<file path="config.mk">
export PLATFORM = sky130hd
export DESIGN_NAME = hid_joystick_report_decoder
export DESIGN_NICKNAME = d
export VERILOG_FILES = /design/src/hw/rtl/hjrd_pkg.sv /design/src/hw/rtl/hid_joystick_report_decoder.sv
export SDC_FILE = /design/constraint.sdc
export NUM_CORES = 2
export LEC_CHECK = 0
export BUFFER_PORTS_ARGS = -buffer_cell sky130_fd_sc_hd__clkbuf_2
export CORE_MARGIN = 1.5
export CORE_UTILIZATION = 50
export DETAILED_ROUTE_END_ITERATION = 10
export PLACE_DENSITY_LB_ADDON = 0.3
export SETUP_SLACK_MARGIN = 0.4
export SKIP_LAST_GASP = 1
export SYNTH_ARGS = -nofsm -noshare
export SYNTH_HDL_FRONTEND = slang
export SYNTH_SLANG_ARGS = --single-unit
</file>
<file path="constraint.sdc">
create_clock -name clk -period 9.05 [get_ports clk]
set_clock_uncertainty 0.1 [all_clocks]
set_input_delay 1.3575 -clock clk [delete_from_list [all_inputs] [get_ports clk]]
set_output_delay 1.3575 -clock clk [all_outputs]
set_load 0.05 [all_outputs]
</file>
<file path="src/hw/rtl/hjrd_pkg.sv">
package hjrd_pkg;

  typedef struct packed {
    logic       func;
    logic [5:0] position;
    logic [7:0] value;
    logic [5:0] button_byte;
    logic       last;
  } in_item_t;

  typedef struct packed {
    logic [27:0] joy_map;
    logic        changed;
    logic signed [7:0] analog_x;
    logic signed [7:0] analog_y;
  } out_item_t;

  localparam int unsigned CFG_ADDR_W = 3;
  localparam int unsigned CFG_DATA_W = 16;

  localparam logic [2:0] REG_X_OFFSET    = 3'd0;
  localparam logic [2:0] REG_Y_OFFSET    = 3'd1;
  localparam logic [2:0] REG_WIDE_AXES   = 3'd2;
  localparam logic [2:0] REG_X_MIN       = 3'd3;
  localparam logic [2:0] REG_X_MAX       = 3'd4;
  localparam logic [2:0] REG_Y_MIN       = 3'd5;
  localparam logic [2:0] REG_Y_MAX       = 3'd6;
  localparam logic [2:0] REG_REPORT_LEN  = 3'd7;

  localparam logic [0:0] FUNC_BYTE  = 1'b0;
  localparam logic [0:0] FUNC_TABLE = 1'b1;

  localparam logic [15:0] THRESH_LOW  = 16'd64;
  localparam logic [15:0] THRESH_HIGH = 16'd192;
  localparam logic [15:0] FULL_SCALE  = 16'd255;
  localparam logic [15:0] CENTER      = 16'd128;

endpackage

</file>
<file path="src/hw/rtl/hid_joystick_report_decoder.sv">
// Report bytes and table writes are taken only while idle. A closing byte that decodes
// offers its result once both axes and all buttons are done: each axis reads its low
// and high byte and is rescaled by the 26-step serial divider unless its range is an
// identity or zero range, each button goes through the table and report memories, and
// the map is built last. Throughput: one item per cycle while no decode or clearing
// pass runs; a decode blocks input until its result transfer. Reset (synchronous, rst
// high) clears the whole report memory; the button table has per-entry valid bits.
module hid_joystick_report_decoder #(
  parameter int unsigned REPORT_BYTES = 64,
  parameter int unsigned BUTTONS      = 24
) (
  input  logic clk,
  input  logic rst,
  input  logic in_valid,
  output logic in_ready,
  input  hjrd_pkg::in_item_t in_data,
  output logic out_valid,
  input  logic out_ready,
  output hjrd_pkg::out_item_t out_data,
  input  logic cfg_we,
  input  logic [hjrd_pkg::CFG_ADDR_W-1:0] cfg_addr,
  input  logic [hjrd_pkg::CFG_DATA_W-1:0] cfg_wdata
);
  import hjrd_pkg::*;

  localparam int unsigned AW = (REPORT_BYTES > 1) ? $clog2(REPORT_BYTES) : 1;
  localparam int unsigned BW = (BUTTONS > 1) ? $clog2(BUTTONS) : 1;

  // Configuration registers.
  logic [5:0]  x_offset, y_offset;
  logic [1:0]  wide_axes;
  logic [15:0] x_min, x_max, y_min, y_max;
  logic [6:0]  report_length;

  always_ff @(posedge clk) begin
    if (rst) begin
      x_offset <= 6'd0; y_offset <= 6'd1; wide_axes <= 2'd0;
      x_min <= 16'd0; x_max <= 16'd255; y_min <= 16'd0; y_max <= 16'd255;
      report_length <= 7'd0;
    end else if (cfg_we) begin
      unique case (cfg_addr)
        REG_X_OFFSET:   x_offset <= cfg_wdata[5:0];
        REG_Y_OFFSET:   y_offset <= cfg_wdata[5:0];
        REG_WIDE_AXES:  wide_axes <= cfg_wdata[1:0];
        REG_X_MIN:      x_min <= cfg_wdata;
        REG_X_MAX:      x_max <= cfg_wdata;
        REG_Y_MIN:      y_min <= cfg_wdata;
        REG_Y_MAX:      y_max <= cfg_wdata;
        REG_REPORT_LEN: report_length <= cfg_wdata[6:0];
        default: ;
      endcase
    end
  end

  // Sequencer. Each axis: read lo byte, read hi byte, divide, then the buttons.
  typedef enum logic [10:0] {
    S_CLEAR = 11'b00000000001,
    S_IDLE  = 11'b00000000010,
    S_RD_LO = 11'b00000000100,
    S_RD_HI = 11'b00000001000,
    S_GRAB  = 11'b00000010000,
    S_DIV   = 11'b00000100000,
    S_BTN   = 11'b00001000000,
    S_BADR  = 11'b00010000000,
    S_BWAIT = 11'b00100000000,
    S_DONE  = 11'b01000000000,
    S_OUT   = 11'b10000000000
  } state_t;

  state_t state;
  logic [AW-1:0] clr_addr;
  logic [6:0] bytes_seen;
  logic [27:0] previous_map, map_acc;
  logic axis_sel;          // 0 = x, 1 = y
  logic [15:0] raw, ax, ay;
  logic lo_ok, hi_ok;      // the addressed byte lies inside the store
  logic [BW-1:0] btn_idx;
  logic btn_ok;
  logic [4:0] div_cnt;

  // Report memory: one write port, one registered read port.
  logic [7:0] mem [REPORT_BYTES];
  logic [7:0] mem_q;
  logic mem_we;
  logic [AW-1:0] mem_wa, mem_ra;
  logic [7:0] mem_wd;

  always_ff @(posedge clk) begin
    if (mem_we) mem[mem_wa] <= mem_wd;
    mem_q <= mem[mem_ra];
  end

  logic in_fire;
  assign in_ready = (state == S_IDLE);
  assign in_fire  = in_valid && in_ready;
  assign out_valid = (state == S_OUT);

  logic byte_in_store;
  assign byte_in_store = ({26'd0, in_data.position} < REPORT_BYTES);

  logic table_in_range;
  assign table_in_range = ({26'd0, in_data.position} < BUTTONS);

  // Button table memory, read at the current button index through a register.
  // Entries that were never written since reset read as zero through bvalid.
  logic [13:0] btab [BUTTONS];
  logic [13:0] btab_q;
  logic [BUTTONS-1:0] bvalid;
  logic btab_we;
  assign btab_we = in_fire && in_data.func == FUNC_TABLE && table_in_range;

  always_ff @(posedge clk) begin
    if (btab_we) btab[in_data.position[BW-1:0]] <= {in_data.button_byte, in_data.value};
    btab_q <= btab[btn_idx];
  end

  always_comb begin
    mem_we = 1'b0;
    mem_wa = clr_addr;
    mem_wd = 8'd0;
    if (state == S_CLEAR) begin
      mem_we = 1'b1;
    end else if (in_fire && in_data.func == FUNC_BYTE && byte_in_store) begin
      mem_we = 1'b1;
      mem_wa = in_data.position[AW-1:0];
      mem_wd = in_data.value;
    end
  end

  // Axis byte address selection.
  logic [5:0] cur_off;
  logic [6:0] hi_pos;
  logic [13:0] cur_entry;
  assign cur_off = axis_sel ? y_offset : x_offset;
  assign hi_pos  = {1'b0, cur_off} + 7'd1;
  assign cur_entry = bvalid[btn_idx] ? btab_q : 14'd0;

  always_comb begin
    unique case (state)
      S_RD_LO: mem_ra = cur_off[AW-1:0];
      S_RD_HI: mem_ra = hi_pos[AW-1:0];
      default: mem_ra = cur_entry[8+AW-1:8];
    endcase
  end

  // Restoring divider on magnitudes: |num| up to 65535*255 fits 24 bits.
  logic [15:0] cur_min, cur_max;
  logic signed [17:0] diff_num, den_s;
  logic signed [26:0] num_s;
  logic [25:0] dvd;       // dividend magnitude shifting out
  logic [16:0] dvs;       // divisor magnitude
  logic [17:0] rem;
  logic [25:0] quo;
  logic q_neg;
  logic [18:0] rem_sh;
  logic [18:0] rem_sub;
  assign cur_min = axis_sel ? y_min : x_min;
  assign cur_max = axis_sel ? y_max : x_max;
  assign diff_num = $signed({2'b00, raw}) - $signed({2'b00, cur_min});
  assign den_s    = $signed({2'b00, cur_max}) - $signed({2'b00, cur_min});
  assign num_s    = (27'(diff_num) <<< 8) - 27'(diff_num);
  assign rem_sh  = {rem, dvd[25]};
  assign rem_sub = rem_sh - {2'b00, dvs};

  // An identity range passes the raw value through; a zero range gives zero.
  logic is_identity;
  logic [15:0] axis_res;
  logic [15:0] qv;
  assign is_identity = (cur_min == 16'd0 && cur_max == FULL_SCALE);
  assign axis_res = is_identity ? raw : 16'd0;
  assign qv = q_neg ? 16'(-quo) : quo[15:0];

  logic [15:0] cx, cy;
  assign cx = ax - CENTER;
  assign cy = ay - CENTER;

  // Byte count including the byte of the current transfer.
  logic [6:0] bytes_seen_next;
  logic enough;
  assign bytes_seen_next = (byte_in_store && bytes_seen < REPORT_BYTES) ?
                           bytes_seen + 7'd1 : bytes_seen;
  assign enough = bytes_seen_next >= report_length;

  always_ff @(posedge clk) begin
    if (rst) begin
      state <= S_CLEAR;
      clr_addr <= '0;
      bytes_seen <= 7'd0;
      previous_map <= 28'd0;
      bvalid <= '0;
      btn_idx <= '0;
    end else begin
      unique case (state)
        S_CLEAR: begin
          clr_addr <= clr_addr + 1'b1;
          if ({{(32-AW){1'b0}}, clr_addr} == REPORT_BYTES - 1) state <= S_IDLE;
        end
        S_IDLE: begin
          if (in_fire) begin
            if (in_data.func == FUNC_TABLE) begin
              if (table_in_range) bvalid[in_data.position[BW-1:0]] <= 1'b1;
            end else begin
              if (in_data.last) begin
                bytes_seen <= 7'd0;
                if (enough) begin
                  axis_sel <= 1'b0;
                  state <= S_RD_LO;
                end
              end else begin
                bytes_seen <= bytes_seen_next;
              end
            end
          end
        end
        S_RD_LO: begin
          lo_ok <= ({26'd0, cur_off} < REPORT_BYTES);
          hi_ok <= ({25'd0, hi_pos} < REPORT_BYTES);
          state <= S_RD_HI;
        end
        S_RD_HI: begin
          raw <= {8'd0, lo_ok ? mem_q : 8'd0};
          state <= S_GRAB;
        end
        S_GRAB: begin
          // mem_q now holds the high byte.
          if (wide_axes[axis_sel] && hi_ok) raw[15:8] <= mem_q;
          state <= S_DIV;
          div_cnt <= 5'd0;
        end
        S_DIV: begin
          if (div_cnt == 5'd0) begin
            if (is_identity || den_s == 18'sd0) begin
              if (axis_sel) ay <= axis_res; else ax <= axis_res;
              if (axis_sel) begin
                state <= S_BTN; btn_idx <= '0; map_acc <= 28'd0;
              end else begin
                axis_sel <= 1'b1; state <= S_RD_LO;
              end
            end else begin
              dvd <= num_s[26] ? 26'(-num_s) : num_s[25:0];
              dvs <= den_s[17] ? 17'(-den_s) : den_s[16:0];
              q_neg <= num_s[26] ^ den_s[17];
              rem <= 18'd0;
              quo <= 26'd0;
              div_cnt <= 5'd1;
            end
          end else if (div_cnt <= 5'd26) begin
            if (!rem_sub[18]) begin
              rem <= rem_sub[17:0]; quo <= {quo[24:0], 1'b1};
            end else begin
              rem <= rem_sh[17:0]; quo <= {quo[24:0], 1'b0};
            end
            dvd <= {dvd[24:0], 1'b0};
            div_cnt <= div_cnt + 5'd1;
          end else begin
            if (axis_sel) ay <= qv; else ax <= qv;
            if (axis_sel) begin
              state <= S_BTN; btn_idx <= '0; map_acc <= 28'd0;
            end else begin
              axis_sel <= 1'b1; state <= S_RD_LO;
            end
          end
        end
        S_BTN: begin
          // Table read for entry btn_idx is in flight this cycle.
          state <= S_BADR;
        end
        S_BADR: begin
          // The entry (zero if never written) is now available; the report byte it names is read this cycle.
          btn_ok <= ({26'd0, cur_entry[13:8]} < REPORT_BYTES);
          state <= S_BWAIT;
        end
        S_BWAIT: begin
          if (btn_ok && ((mem_q & cur_entry[7:0]) != 8'd0))
            map_acc[4 + btn_idx] <= 1'b1;
          if ({{(32-BW){1'b0}}, btn_idx} == BUTTONS - 1) state <= S_DONE;
          else begin
            btn_idx <= btn_idx + 1'b1;
            state <= S_BTN;
          end
        end
        S_DONE: begin
          out_data.joy_map <= {map_acc[27:4], ay < THRESH_LOW, ay > THRESH_HIGH,
                               ax < THRESH_LOW, ax > THRESH_HIGH};
          out_data.changed <= ({map_acc[27:4], ay < THRESH_LOW, ay > THRESH_HIGH,
                               ax < THRESH_LOW, ax > THRESH_HIGH} != previous_map);
          previous_map <= {map_acc[27:4], ay < THRESH_LOW, ay > THRESH_HIGH,
                               ax < THRESH_LOW, ax > THRESH_HIGH};
          out_data.analog_x <= cx[7:0];
          out_data.analog_y <= cy[7:0];
          state <= S_OUT;
        end
        S_OUT: begin
          if (out_ready) state <= S_IDLE;
        end
        default: state <= S_IDLE;
      endcase
    end
  end

endmodule
</file>
==> impl_metrics.env <==
export IMPL_busiest_layer="met2"
export IMPL_clkPwrFrac=0.428
export IMPL_met2_usage=0.359
export IMPL_drive_gt1_frac=0.121
export IMPL_drt_wirelength_per_cell_um=21.9
export IMPL_n_fill_cell=8500
export IMPL_p_leak_uw=0.0201
export IMPL_final_cell_area_mm2=0.0601
export IMPL_ys_flop_type="edfxtp_1"
export IMPL_grtUsageMet1=0.316
export IMPL_core_mm2=0.107
export IMPL_dp_hpwl_mm=79.3
export IMPL_seqPwrFrac=0.527
export IMPL_multi_input_comb_area_mm2=0.0177
export IMPL_gr_total_overflow=0
export IMPL_crit_type="reg2reg"
export IMPL_ant_nets=0
export IMPL_hold_viol=0
export IMPL_outcome="finished clean"
export IMPL_ys_seq_area_frac=0.652
export IMPL_report_final_slew_viol_count=0
export IMPL_placed_area_mm2=0.0560
export IMPL_initialDrtViolationCount=3423
export IMPL_rsz0062_at_grt="false"
export IMPL_fmax_mhz=138
export IMPL_yosys_warnings=0
export IMPL_clockRootBuffer="clkbuf_16"
export IMPL_ys_seq_elements=1238
export IMPL_met3_usage=0.0369
export IMPL_drc=0
export IMPL_p_int_uw=9340
export IMPL_vias=34054
export IMPL_p_sw_uw=2620
export IMPL_critPathRequiredTime_ps=9390
export IMPL_synth_nets=4333
export IMPL_clk_pin_slew_ps=60
export IMPL_worstHoldStart="ay[4]"
export IMPL_cts_tree="done"
export IMPL_cts_sink_count=1238
export IMPL_setup_tns_ps=0
export IMPL_fp_row_count=120
export IMPL_arrival_ps=7610
export IMPL_synthToLayoutAreaGrowth_pct=11.1
export IMPL_via_per_inst=5.92
export IMPL_routed_wl_mm=126
export IMPL_cts_resized=0
export IMPL_drv_cap=0
export IMPL_port_buffers=92
export IMPL_slew_headroom=0.160
export IMPL_hp_class="reg2reg"
export IMPL_timing_final_crit_period_ps=7270
export IMPL_syn_area_mm2=0.0541
export IMPL_final_nets=4377
export IMPL_async_reset_ff_frac=0
export IMPL_reg2reg_from="axis_sel"
export IMPL_tightest_slew_ps=1260
export IMPL_grt_pass1_wl_mm=194
export IMPL_die_w_um=332
export IMPL_critPathMaxFanout=36
export IMPL_place_congestion=0.908
export IMPL_die_area_mm2=0.110
export IMPL_cts_max_level=4
export IMPL_p_comb_frac=0.045
export IMPL_fin_crit_sh=0.803
export IMPL_grt_max_degree=129
export IMPL_ctsHoldBuffers=0
export IMPL_powerDensity_mw_per_mm2=199
export IMPL_startpoint_type="flop"
export IMPL_floorplan_initialDensity=0.505
export IMPL_antenna_found_initial=5
export IMPL_register_area_mm2=0.0353
export IMPL_cts_buffer_depth=3
export IMPL_synth_cells=4200
export IMPL_sw_frac_of_total=0.219
export IMPL_yosysUniqueCellTypes=92
export IMPL_grt_pass1_vias=32786
export IMPL_clock_latency_ps=740
export IMPL_numCtsBuffers=130
export IMPL_layout_common_cells="edfxtp_1 (1,050), nand2_1 (597), nor2_1 (290), a21oi_1 (242), dfxtp_1 (185)"
export IMPL_ir_drop_v=0.000175
export IMPL_setup_viol=0
export IMPL_io_pins=93
export IMPL_drt_first_pass_iters=6
export IMPL_synth_edf_count=1050
export IMPL_die_h_um=332
export IMPL_critPathLaunch="axis_sel"
export IMPL_worstSetupEndpointType="flop"
export IMPL_grtUsageTotal=0.227
export IMPL_syn_mean_instance_area_um2=12.9
export IMPL_layout_commonest_cell="edfxtp_1"
export IMPL_cts_setup_buffers=0
## logic make-up (layout without fill, tap and decap cells)
family	count (synthesis)	count (layout)	synth area share
AOI/OAI and AO/OA	812	812	0.0991
xor gates and xnor gates	150	150	0.0249
adders and majority gates	87	87	0.0205
buffers and inverters	327	467	0.0235
DFF	1238	1238	0.652
muxes	187	187	0.0594
other	0	5	0
and+or+nand+nor	1399	1399	0.120
## cell type report
cell class	instances	share of cell area
clock buffer	170	0.0588
timing repair buffer	148	0.0159
sequential	1238	0.587
clock inverter	58	0.00876
inverter	91	0.00568
tap	1403	0.0292
multi-input combinational	2635	0.294
antenna	5	0.000208
## state kept, by name, summed over array words and instances (netlist names), 7 cells and up
register,cells
y_max,16
btab_q,14
out_data,45
report_length,7
mem_q,8
x_max,16
map_acc,24
quo,16
ay,16
y_min,16
raw,16
mem,512
dvs,17
rem,18
state,11
previous_map,28
btab,336
ax,16
dvd,26
bytes_seen,7
x_min,16
bvalid,24
## power by group through the flow
stage	clock (µW)	combinational [µW]	sequential, µW
finish	5110	541	6310
global route	5390	587	6310
CTS	5180	536	6300
detailed placement	0	533	6420
global placement	0	528	6420
floorplan	0	347	6380
## per-layer routing
layer | wire length, µm | share of wire | up-vias
met5 | 0 | 0 | -
met4 | 4140 | 0.033 | 0
met3 | 8260 | 0.066 | 234
met2 | 59100 | 0.47 | 1189
met1 | 54400 | 0.43 | 16823
li1 | - | - | 15808
## per-stage QoR
stage	std cells	hold slack (ps)	total power, µW	worst slack (ps)	utilization
2_1_floorplan	4200	317	6730	929	-
3_3_place_gp	5515	329	6950	1880	0.523
3_5_place_dp	5515	332	6960	1800	0.523
4_1_cts	5743	343	12000	1750	0.561
5_1_grt	5746	352	12300	1080	0.561
6_report	5748	337	12000	1780	0.561
## cell usage after synthesis (10+ instances only)
library cell	n	area (µm²)
buf_2	29	145
a21o_1	23	173
and3_1	21	131
or3_1	20	125
and2_1	97	607
a21oi_1	242	1210
and2_0	76	475
nand2_1	597	2240
nor4_1	21	131
mux4_2	105	2360
nand4_1	13	81.3
nand3b_1	17	128
dfxtp_1	188	3760
a311oi_1	68	596
nand3_1	84	420
nor2_1	301	1130
nand2b_1	32	200
xor2_1	58	508
mux2_2	23	259
edfxtp_1	1050	31500
o21ai_1	14	70.1
xnor2_1	89	780
o21a_1	14	105
clkbuf_1	183	687
o21ai_0	84	420
or4_1	10	75.1
a31oi_1	89	557
ha_1	84	1050
a211oi_1	182	1370
inv_1	87	327
nor2b_1	19	119
mux2i_1	59	591
nor3_1	43	215
buf_1	22	82.6
a22oi_1	10	75.1
## worst max-delay path: stages, from the launching register on
cell and delay [ps]:
edfxtp_1 690, buf_12 300, mux2i_1 280, ha_1 350
a2111oi_0 350, o21ai_0 140, a221oi_1 370, a21bo_2 280
and2_1 160, o21ai_0 130, nor2b_1 440, inv_1 290
ha_1 520, o2111ai_1 190, o41ai_1 600, a2bb2oi_1 260
a21boi_0 380, xnor2_1 220, nand4_1 210, o41ai_2 410
xnor2_1 150, o21ai_1 80
## worst paths after layout
path | to | slack, ps | depth (start not counted)
worst min-delay path | out_data[4] | 340 | 0
worst min register to register | out_data[4] | 340 | 0
worst max-delay path | dvd[24] | 1780 | 21
worst max register to register | dvd[24] | 1780 | 21
Note: power is estimated with default switching activity, not from simulation.
